--- config.mk ---
export PLATFORM = sky130hd
export DESIGN_NAME = heater_startup_sequencer_top
export DESIGN_NICKNAME = d
export VERILOG_FILES = /design/src/rtl/hss_pkg.sv /design/src/rtl/heater_startup_sequencer_top.sv
export SDC_FILE = /design/constraint.sdc
export NUM_CORES = 1
export LEC_CHECK = 0
export BUFFER_PORTS_ARGS = -buffer_cell sky130_fd_sc_hd__buf_2
export CORE_ASPECT_RATIO = 1.1
export CORE_MARGIN = 1
export CORE_UTILIZATION = 30
export CTS_CLUSTER_SIZE = 40
export DETAILED_ROUTE_END_ITERATION = 12
export GPL_ROUTABILITY_DRIVEN = 0
export PLACE_DENSITY_LB_ADDON = 0.25
export SYNTH_ARGS = -nofsm -noshare
export SYNTH_HDL_FRONTEND = slang
export SYNTH_SLANG_ARGS = --single-unit
--- constraint.sdc ---
create_clock -name clock -period 8.5 [get_ports clock]
set_input_delay 1.275 -clock clock [delete_from_list [all_inputs] [get_ports clock]]
set_output_delay 1.275 -clock clock [all_outputs]
set_load 0.005 [all_outputs]
--- src/rtl/hss_pkg.sv ---
`timescale 1ns / 1ps
// ----------------------------------------------------------------------------
// hss_pkg: heater start-up sequencer shared definitions
// Phase, message, autotune command and register index codes, beat widths.
// ----------------------------------------------------------------------------
package hss_pkg;

   localparam int unsigned REQ_DATA_W = 24;
   localparam int unsigned RSP_DATA_W = 64;
   localparam int unsigned CSR_IDX_W  = 3;
   localparam int unsigned CSR_DATA_W = 16;
   localparam int unsigned PERMILLE_DIV = 1000;

   typedef enum logic [2:0] {
      PH_START = 3'd0,
      PH_TEST  = 3'd1,
      PH_SOFT  = 3'd2,
      PH_TSN   = 3'd3,
      PH_WAIT  = 3'd4,
      PH_DONE  = 3'd5
   } phase_type;

   typedef enum logic [2:0] {
      MSG_STARTING = 3'd0,
      MSG_MANUAL   = 3'd1,
      MSG_SOFT     = 3'd2,
      MSG_WAIT_AT  = 3'd3,
      MSG_WAITING  = 3'd4,
      MSG_KEEP     = 3'd5,
      MSG_BLANK    = 3'd6
   } msg_type;

   typedef enum logic [1:0] {
      AT_NONE  = 2'd0,
      AT_START = 2'd1,
      AT_OFF   = 2'd2
   } at_cmd_type;

   typedef enum logic [2:0] {
      CSR_SST_TIME  = 3'd0,
      CSR_SST_THR   = 3'd1,
      CSR_AT_THR    = 3'd2,
      CSR_PERMILLE  = 3'd3,
      CSR_SETPOINT  = 3'd4,
      CSR_BAND      = 3'd5,
      CSR_INTEGRAL  = 3'd6,
      CSR_DERIV     = 3'd7
   } csr_idx_type;

endpackage

--- src/rtl/heater_startup_sequencer_top.sv ---
`timescale 1ns / 1ps
// ----------------------------------------------------------------------------
// heater_startup_sequencer_top: start-up sequencer for a hot-runner heater
// One request beat per one-second tick gives one response beat with the
// phase, PID default load request, autotune command and status message.
// ----------------------------------------------------------------------------
// Each req beat yields exactly one rsp beat, in order. A beat goes through an
// input register and a result register, and rsp_tvalid is driven straight from
// the result register, which only loads while it is empty or rsp_tready is high.
// A new beat is accepted every cycle as long as rsp_tready keeps up. The
// autotune trigger compares measured_temp*1000 against autotune_permille*setpoint,
// the product being registered from the control registers, so write registers
// with the block idle. After reset the sequencer spends START_DELAY+1 ticks in
// the start-delay phase before testing the temperature.
module heater_startup_sequencer_top #(
   parameter int unsigned START_DELAY = 30
) (
   input  logic                               clock,
   input  logic                               reset,
   input  logic                               req_tvalid,
   output logic                               req_tready,
   // measured_temp[15:0], sensor_fault[16], manual_active[17], autotune_active[18],
   // standby_pin[19], zero[23:20]
   input  logic [hss_pkg::REQ_DATA_W-1:0]     req_tdata,
   output logic                               rsp_tvalid,
   input  logic                               rsp_tready,
   // phase[2:0], load_defaults[3], band_out[19:4], integral_out[35:20],
   // derivative_out[51:36], autotune_cmd[53:52], force_manual[54],
   // message_code[57:55], zero[63:58]
   output logic [hss_pkg::RSP_DATA_W-1:0]     rsp_tdata,
   input  logic                               csr_wr_en,
   input  logic [hss_pkg::CSR_IDX_W-1:0]      csr_index,
   input  logic [hss_pkg::CSR_DATA_W-1:0]     csr_wdata
);
   import hss_pkg::*;

   localparam int unsigned DCNT_W = (START_DELAY < 2) ? 1 : $clog2(START_DELAY + 1);

   // control registers
   logic        [13:0] sst_time_ff;
   logic signed [15:0] sst_thr_ff;
   logic signed [15:0] at_thr_ff;
   logic        [9:0]  permille_ff;
   logic signed [15:0] setpoint_ff;
   logic        [15:0] band_ff;
   logic        [15:0] integral_ff;
   logic        [15:0] deriv_ff;
   logic signed [27:0] lim_prod_ff;
   logic signed [27:0] lim_prod_in;

   // input stage
   logic               in_valid_ff;
   logic signed [15:0] temp_ff;
   logic               fault_ff;
   logic               manual_ff;
   logic               at_active_ff;
   logic               standby_ff;

   // sequencer state
   phase_type           phase_ff, phase_in;
   logic [DCNT_W-1:0]   delay_count_ff, delay_count_in;
   logic [13:0]         soft_count_ff, soft_count_in;

   // result stage
   logic                  rsp_valid_ff;
   logic [RSP_DATA_W-1:0] rsp_data_ff, rsp_data_in;

   logic               advance;
   logic               req_beat;
   logic signed [27:0] temp_k;
   logic               temp_above;
   logic               load;
   logic               at_start;
   logic               fault_eff;
   logic               man_eff;
   logic               force_req;
   logic               at_act;
   at_cmd_type         cmd;
   msg_type            msg;
   logic               at_below;
   logic               sst_below;

   assign advance    = in_valid_ff && (!rsp_valid_ff || rsp_tready);
   assign req_tready = !in_valid_ff || advance;
   assign req_beat   = req_tvalid && req_tready;
   assign rsp_tvalid = rsp_valid_ff;
   assign rsp_tdata  = rsp_data_ff;

   always_ff @(posedge clock) begin
      if (reset) begin
         sst_time_ff <= '0;
         sst_thr_ff  <= '0;
         at_thr_ff   <= '0;
         permille_ff <= '0;
         setpoint_ff <= '0;
         band_ff     <= '0;
         integral_ff <= '0;
         deriv_ff    <= '0;
         lim_prod_ff <= '0;
      end else begin
         lim_prod_ff <= lim_prod_in;
         if (csr_wr_en) begin
            unique case (csr_idx_type'(csr_index))
               CSR_SST_TIME: sst_time_ff <= csr_wdata[13:0];
               CSR_SST_THR:  sst_thr_ff  <= csr_wdata;
               CSR_AT_THR:   at_thr_ff   <= csr_wdata;
               CSR_PERMILLE: permille_ff <= csr_wdata[9:0];
               CSR_SETPOINT: setpoint_ff <= csr_wdata;
               CSR_BAND:     band_ff     <= csr_wdata;
               CSR_INTEGRAL: integral_ff <= csr_wdata;
               CSR_DERIV:    deriv_ff    <= csr_wdata;
               default:      ;
            endcase
         end
      end
   end

   assign lim_prod_in = $signed({18'd0, permille_ff})
                        * $signed({{12{setpoint_ff[15]}}, setpoint_ff});

   always_ff @(posedge clock) begin
      if (reset) begin
         in_valid_ff <= 1'b0;
      end else if (req_beat) begin
         in_valid_ff <= 1'b1;
      end else if (advance) begin
         in_valid_ff <= 1'b0;
      end
   end

   always_ff @(posedge clock) begin
      if (req_beat) begin
         temp_ff      <= req_tdata[15:0];
         fault_ff     <= req_tdata[16];
         manual_ff    <= req_tdata[17];
         at_active_ff <= req_tdata[18];
         standby_ff   <= req_tdata[19];
      end
   end

   always_ff @(posedge clock) begin
      if (reset) begin
         phase_ff       <= PH_START;
         delay_count_ff <= '0;
         soft_count_ff  <= '0;
         rsp_valid_ff   <= 1'b0;
      end else begin
         if (advance) begin
            phase_ff       <= phase_in;
            delay_count_ff <= delay_count_in;
            soft_count_ff  <= soft_count_in;
            rsp_valid_ff   <= 1'b1;
         end else if (rsp_tready) begin
            rsp_valid_ff   <= 1'b0;
         end
      end
   end

   always_ff @(posedge clock) begin
      if (advance) begin
         rsp_data_ff <= rsp_data_in;
      end
   end

   // temp > trunc(P/1000) rewritten without a divider
   assign temp_k     = $signed({{12{temp_ff[15]}}, temp_ff}) * 28'sd1000;
   assign temp_above = lim_prod_ff[27] ? (temp_k - 28'sd1000 >= lim_prod_ff)
                                       : (temp_k > lim_prod_ff);
   assign at_below   = (at_thr_ff != 16'sd0) && (temp_ff < at_thr_ff);
   assign sst_below  = (sst_thr_ff != 16'sd0) && (temp_ff < sst_thr_ff);

   always_comb begin
      phase_in       = phase_ff;
      delay_count_in = delay_count_ff;
      soft_count_in  = soft_count_ff;
      load           = 1'b0;
      at_start       = 1'b0;
      fault_eff      = fault_ff;
      cmd            = AT_NONE;

      unique case (phase_ff)
         PH_START: begin
            fault_eff = 1'b0;
            if (delay_count_ff < DCNT_W'(START_DELAY)) begin
               delay_count_in = delay_count_ff + 1'b1;
            end else begin
               phase_in = PH_TEST;
            end
         end
         PH_TEST: begin
            load     = at_below;
            phase_in = sst_below ? PH_SOFT : PH_TSN;
         end
         PH_SOFT: begin
            if (soft_count_ff < sst_time_ff) begin
               soft_count_in = soft_count_ff + 1'b1;
            end else begin
               phase_in = PH_TSN;
            end
         end
         PH_TSN: begin
            phase_in = at_below ? PH_WAIT : PH_DONE;
         end
         PH_WAIT: begin
            if (temp_above) begin
               at_start = 1'b1;
               phase_in = PH_DONE;
            end
         end
         default: begin
            phase_in = PH_DONE;
         end
      endcase

      force_req = fault_eff && !manual_ff;
      man_eff   = manual_ff || fault_eff;
      at_act    = at_active_ff || at_start;

      if (man_eff) begin
         if (at_act) begin
            cmd = AT_OFF;
         end
      end else if (at_start) begin
         cmd = AT_START;
      end

      if (phase_in == PH_START) begin
         msg = MSG_STARTING;
      end else if (man_eff) begin
         phase_in = PH_DONE;
         msg      = MSG_MANUAL;
      end else if (phase_in == PH_SOFT) begin
         msg = MSG_SOFT;
      end else if (phase_in == PH_WAIT) begin
         msg = MSG_WAIT_AT;
      end else if (!standby_ff) begin
         msg = MSG_WAITING;
      end else if (at_act) begin
         msg = MSG_KEEP;
      end else begin
         msg = MSG_BLANK;
      end

      rsp_data_in = {6'd0, msg, force_req, cmd,
                     load ? deriv_ff    : 16'd0,
                     load ? integral_ff : 16'd0,
                     load ? band_ff     : 16'd0,
                     load, phase_in};
   end

endmodule

### After elaboration in Yosys (flattened, before gate mapping)

Cells that the tools add are included.

| word-level totals | value |
|---|---|
| register bits | 250 |
| bits of input ports | 48 |
| output and inout port bits | 66 |
| word-level logic and storage cells | 104 |

| cells by class | value |
|---|---|
| add/subtract/negate cells | 3 |
| multiply operators | 2 |
| order comparisons | 6 |
| eq/ne operators | 13 |
| muxes and demuxes | 25 |
| reductions and logical operators | 31 |

Operators by type and width:

| kind | count |
|---|---|
| 16-bit less-than comparator | 2 |
| 16-bit nonzero test | 2 |
| 28-bit >= comparator | 1 |
| 27-bit by 28-bit greater-than comparator with 1-bit output | 1 |
| 27-bit by 11-bit subtractor with 28-bit output (second input constant) | 1 |
| 11-bit by 16-bit multiplier with 27-bit output | 1 |
| 16-bit by 8-bit multiplier with 24-bit output (second input constant) | 1 |
| 3-bit equality test (second input constant) | 6 |
| 2-bit AND reduction | 8 |
| 3-bit by 2-bit equality test with 1-bit output (second input constant) | 5 |
| 3-bit 2-to-1 mux | 5 |
| 3-bit case mux with 5 select lines | 1 |
| 14-bit by 1-bit adder with 14-bit output (second input constant) | 1 |
| 14-bit less-than comparator | 1 |
| 1-bit 2-to-1 mux | 13 |
| 2-bit 2-to-1 mux | 6 |
| 3-bit logical NOT | 3 |
| 3-bit by 1-bit equality test with 1-bit output (second input constant) | 2 |
| 3-bit AND reduction | 2 |
| 5-bit by 1-bit adder with 5-bit output (second input constant) | 1 |
| 1-bit logical AND | 5 |
| 5-bit less-than comparator (second input constant) | 1 |
| 1-bit logical OR | 4 |
| 2-bit nonzero test | 2 |
| other kinds (3) | 5 |

### Depth between registers and ports, before layout

| depth | value |
|---|---|
| word-level depth | 12 |
| depth in mapped cells | 31 |
| mapped depth without buffers | 31 |

### Worst setup path after synthesis

No wires, ideal clock.

| path | value |
|---|---|
| kind | register to register |
| from | reg temp_ff[8] |
| to | reg rsp_data_ff[56], in the netlist rsp_tdata[56], data pin |
| setup time | 256 ps |
| arrival time | 7,323 ps |
| data required time | 8,244 ps |
| slack | 921 ps |
| cell stages (with the launch flop) | 31 |
| buffers on the path | 0 |
| clock period less this slack | 7,579 ps |
| cells stage by stage | edfxtp_1 > inv_1 > fa_1 > fa_1 > inv_1 > fa_1 > inv_1 > fa_1 > inv_1 > ha_1 > a2111oi_0 > o21ai_1 > and3_1 > o31ai_1 > xnor2_1 > nor2_1 > or4b_4 > or4_4 > nor3_1 > xor2_1 > ha_1 > a21o_1 > a21o_1 > a21oi_1 > o21ai_0 > a221oi_1 > xor2_1 > o21ai_0 > a31oi_1 > o21ai_1 > nor3b_1 |

| on the way | value |
|---|---|
| longest elaborated chain between the ends | 11 |
| elaborated cells between the ends (all ways) | 24 |
| those cells by class | add/sub (1); mul (1); order compare (4); eq/ne (2); mux (11); reduce/logical (5) |

RTL lines:

| element | RTL line | text |
|---|---|---|
| start: declaration | heater_startup_sequencer_top.sv:53 | `logic signed [15:0] temp_ff;` |
| start signal: assignment | heater_startup_sequencer_top.sv:133 | `temp_ff <= req_tdata[15:0];` |
| parallel branches: the longest is 11 deep, another holds 27-bit by 11-bit subtractor with 28-bit output | -- |  |
| end signal: assignment | heater_startup_sequencer_top.sv:161 | `rsp_data_ff <= rsp_data_in;` |
| end: declaration | heater_startup_sequencer_top.sv:66 | `logic [RSP_DATA_W-1:0] rsp_data_ff, rsp_data_in;` |

Parallel ways; which one is timed is not known.
A chain may end at the register's enable or synchronous reset.

### Final worst setup path

| path | value |
|---|---|
| from | reg temp_ff[5] |
| to | reg rsp_data_ff[56], in the netlist rsp_tdata[56], data pin |

The elaborated chain is that of the path after synthesis.

==> flow_metrics.tcl <==
set metrics [dict create \
    cpLargestDelayFamily "adder cells" \
    cts_root_buffer "clkbuf_16" \
    total_power_mw 5.643 \
    grt_pass1_vias 16650 \
    synth_top_family_by_area "adder cells" \
    crit_buf_inv 4 \
    layout-drive-gt1-share_pct 8.206 \
    ir_worst_vdd_v 0.0001911 \
    hold_buffers 0 \
    htree_levels 1 \
    core_sq_mm 0.06794 \
    use_met1_pct 20.34 \
    slew_viol_final 0 \
    maxCapViolCount 0 \
    max_stage_delay_ns 0.56 \
    drc 0 \
    fin_crit_sh_pct 96.06 \
    area_growth_pct 11.56 \
    grt.busiest_layer "met2" \
    wire_per_inst_um 15.86 \
    dpl.cell_count 3276 \
    postSynthAreaPerCell_sq_um 8.944 \
    worst_ep_arrival_time_ns 8.46 \
    finalWirelength_um 52830 \
    grt_use_total_pct 15.51 \
    ios 114 \
    clk_pin_slew_ns 0.06 \
    placed_cell_area_sq_mm 0.02220 \
    period_needed_ns 8.165 \
    p_leak_nw 9.961 \
    synth_flop_cell "dfxtp_1" \
    cts_tree "yes" \
    num_rows 100 \
    yosysSeqAreaShare_pct 27.82 \
    startpoint_type "register" \
    dp_hpwl_um 41220 \
    cts.sinks 249 \
    finalSetupTns_ns 0 \
    start_util_pct 30.50 \
    relSlewSlack_pct 15.42 \
    skew_ns 0.01470 \
    critPathMaxFanout 6 \
    numCtsBuffers 28 \
    largest_reg_flops 58 \
    powerDensity_mw_per_mm2 244.1 \
    muxShareOfSynthArea_pct 0.2415 \
    ys_seq_elements 249 \
    grt_antenna_before_repair 3 \
    cp_slowest_cell "or4b_4" \
    fmax_mhz 122.5 \
    synth-adder-area-share_pct 32.64 \
    met3_usage_pct 1.820 \
    use_met2_pct 26.92 \
    grt_pass1_wl_um 87280 \
    synth-xor-area-share_pct 3.508 \
    tightest_slew_ns 1.264 \
    viasPerCell 4.692 \
    detail-route-antenna-nets 0 \
    grt_max_degree 100 \
    setup_viol 0 \
    clkLatencyLatePin_ns 0.55 \
    fin_nets 2857 \
    crit_top_cell "fa_1" \
    drt_iter0_markers 857 \
    die_w_um 252.6 \
    synth_edf_count 78 \
    yosys_warnings 0 \
    synth-simple-area-share_pct 17.14 \
    crit_required_ns 8.80 \
    finalHoldViolations 0 \
    die_area_sq_mm 0.07013 \
    ys_async_sr_fraction_pct 0 \
    status "complete, no violations" \
    utilization_pct 34.03 \
    r2r_setup_slack_ns 0.33 \
    end_kind "register" \
    vias 15630 \
    worstSetupPathType "reg2reg" \
    synth-compound-area-share_pct 9.848 \
    clock_path_buffers 3 \
    yosysUniqueCellTypes 73 \
    design_area_sq_mm 0.02312 \
    worst_hold_path_type "reg2reg" \
    antenna_cells 0 \
    stdcell_count 3331 \
    syn-cell-area_sq_mm 0.02072 \
    grt-ovfl-total 0 \
    port_buffers 103 \
    drt_first_pass_iters 5 \
    die_y_um 277.7 \
    synthCells 2317 \
]
-- kinds of logic (layout without fill, tap and decap cells) --
group | Yosys count | count (layout)
mux | 5 | 5
flops | 249 | 249
compound gates | 335 | 335
buf+inv | 476 | 567
fa+ha+maj | 419 | 419
xor+xnor | 83 | 83
simple gates | 749 | 749
other cells | 1 | 6
-- through the flow --
stage	hold slack, ns	setup slack (ns)
finish	0.4492	0.3347
CTS	0.4502	0.1323
global route	0.4631	-0.07347
global placement	0.4372	0.2528
detailed placement	0.4422	0.1878
floorplan	0.4317	0.9207
-- path summary, 6_finish.rpt --
| kind | start | end | cells past startpoint |
|---|---|---|---|
| worst min register to register | deriv_ff[0]$_SDFFE_PP0P_ | deriv_ff[0]$_SDFFE_PP0P_ | 2 |
| worst min-delay path | deriv_ff[0]$_SDFFE_PP0P_ | deriv_ff[0]$_SDFFE_PP0P_ | 2 |
| worst max register to register | temp_ff[5]$_DFFE_PP_ | rsp_tdata[56]$_SDFFCE_PP0P_ | 30 |
| worst max-delay path | temp_ff[5]$_DFFE_PP_ | rsp_tdata[56]$_SDFFCE_PP0P_ | 30 |
-- cells in the mapped netlist, drive strengths merged (39+ instances only) --
master    n  area, sq um
inv     389         1460
dfxtp   171         3423
xnor2    48        420.4
a21o     39        294.0
clkbuf   79        306.6
o21ai    42        217.7
a21oi   180        900.9
and2    143        894.6
nor2     88        330.3
edfxtp   78         2342
nand2   356         1336
ha      215         2690
fa      203         4064
-- what timing repair did --
action / CTS / global route
setup buffers: 0 / 3
gates resized for setup: 0 / 11
setup endpoints to repair: 0 / 7
-- tightest hold or removal path, stage by stage, from the launching register on --
cell,delay [ns]
dfxtp_1,0.30
nand2_1,0.05
a21oi_1,0.05
-- layout by cell type, fill, tap and decap left out, types with 29 or more instances in the layout --
cell type,netlist,final
nor2_1,88,87
fa_1,203,203
edfxtp_1,78,78
a21oi_1,180,180
o21ai_0,38,37
ha_1,215,215
nand2_1,356,356
and2_1,143,143
buf_2,0,102
xnor2_1,48,47
a21o_1,38,38
dfxtp_1,171,171
xor2_1,35,35
clkbuf_16,0,29
inv_1,389,383
-- where the power goes --
group | switching (mW) | internal, mW | total [mW] | leakage [nW]
clock network | 0.483 | 0.663 | 1.15 | 0.421
registers | 0.0320 | 1.26 | 1.29 | 2.11
logic | 1.86 | 1.34 | 3.20 | 7.43
-- cell type report --
| class | instances | area (sq um) |
|---|---|---|
| flip-flops and latches | 249 | 5766 |
| clock inverters | 8 | 50.05 |
| clock buffers | 44 | 822.0 |
| repair buffers | 126 | 690.7 |
| well taps | 918 | 1149 |
| multi-input cells | 1597 | 13180 |
| inverters | 389 | 1460 |
| fillers | 7074 | 44820 |
-- layer usage --
metal,up-vias,wire length (um)
li1,7573,-
met1,7722,24120
met2,251,25520
met3,80,1889
met4,4,1278
met5,-,23
(Power assumes the default switching activity.)
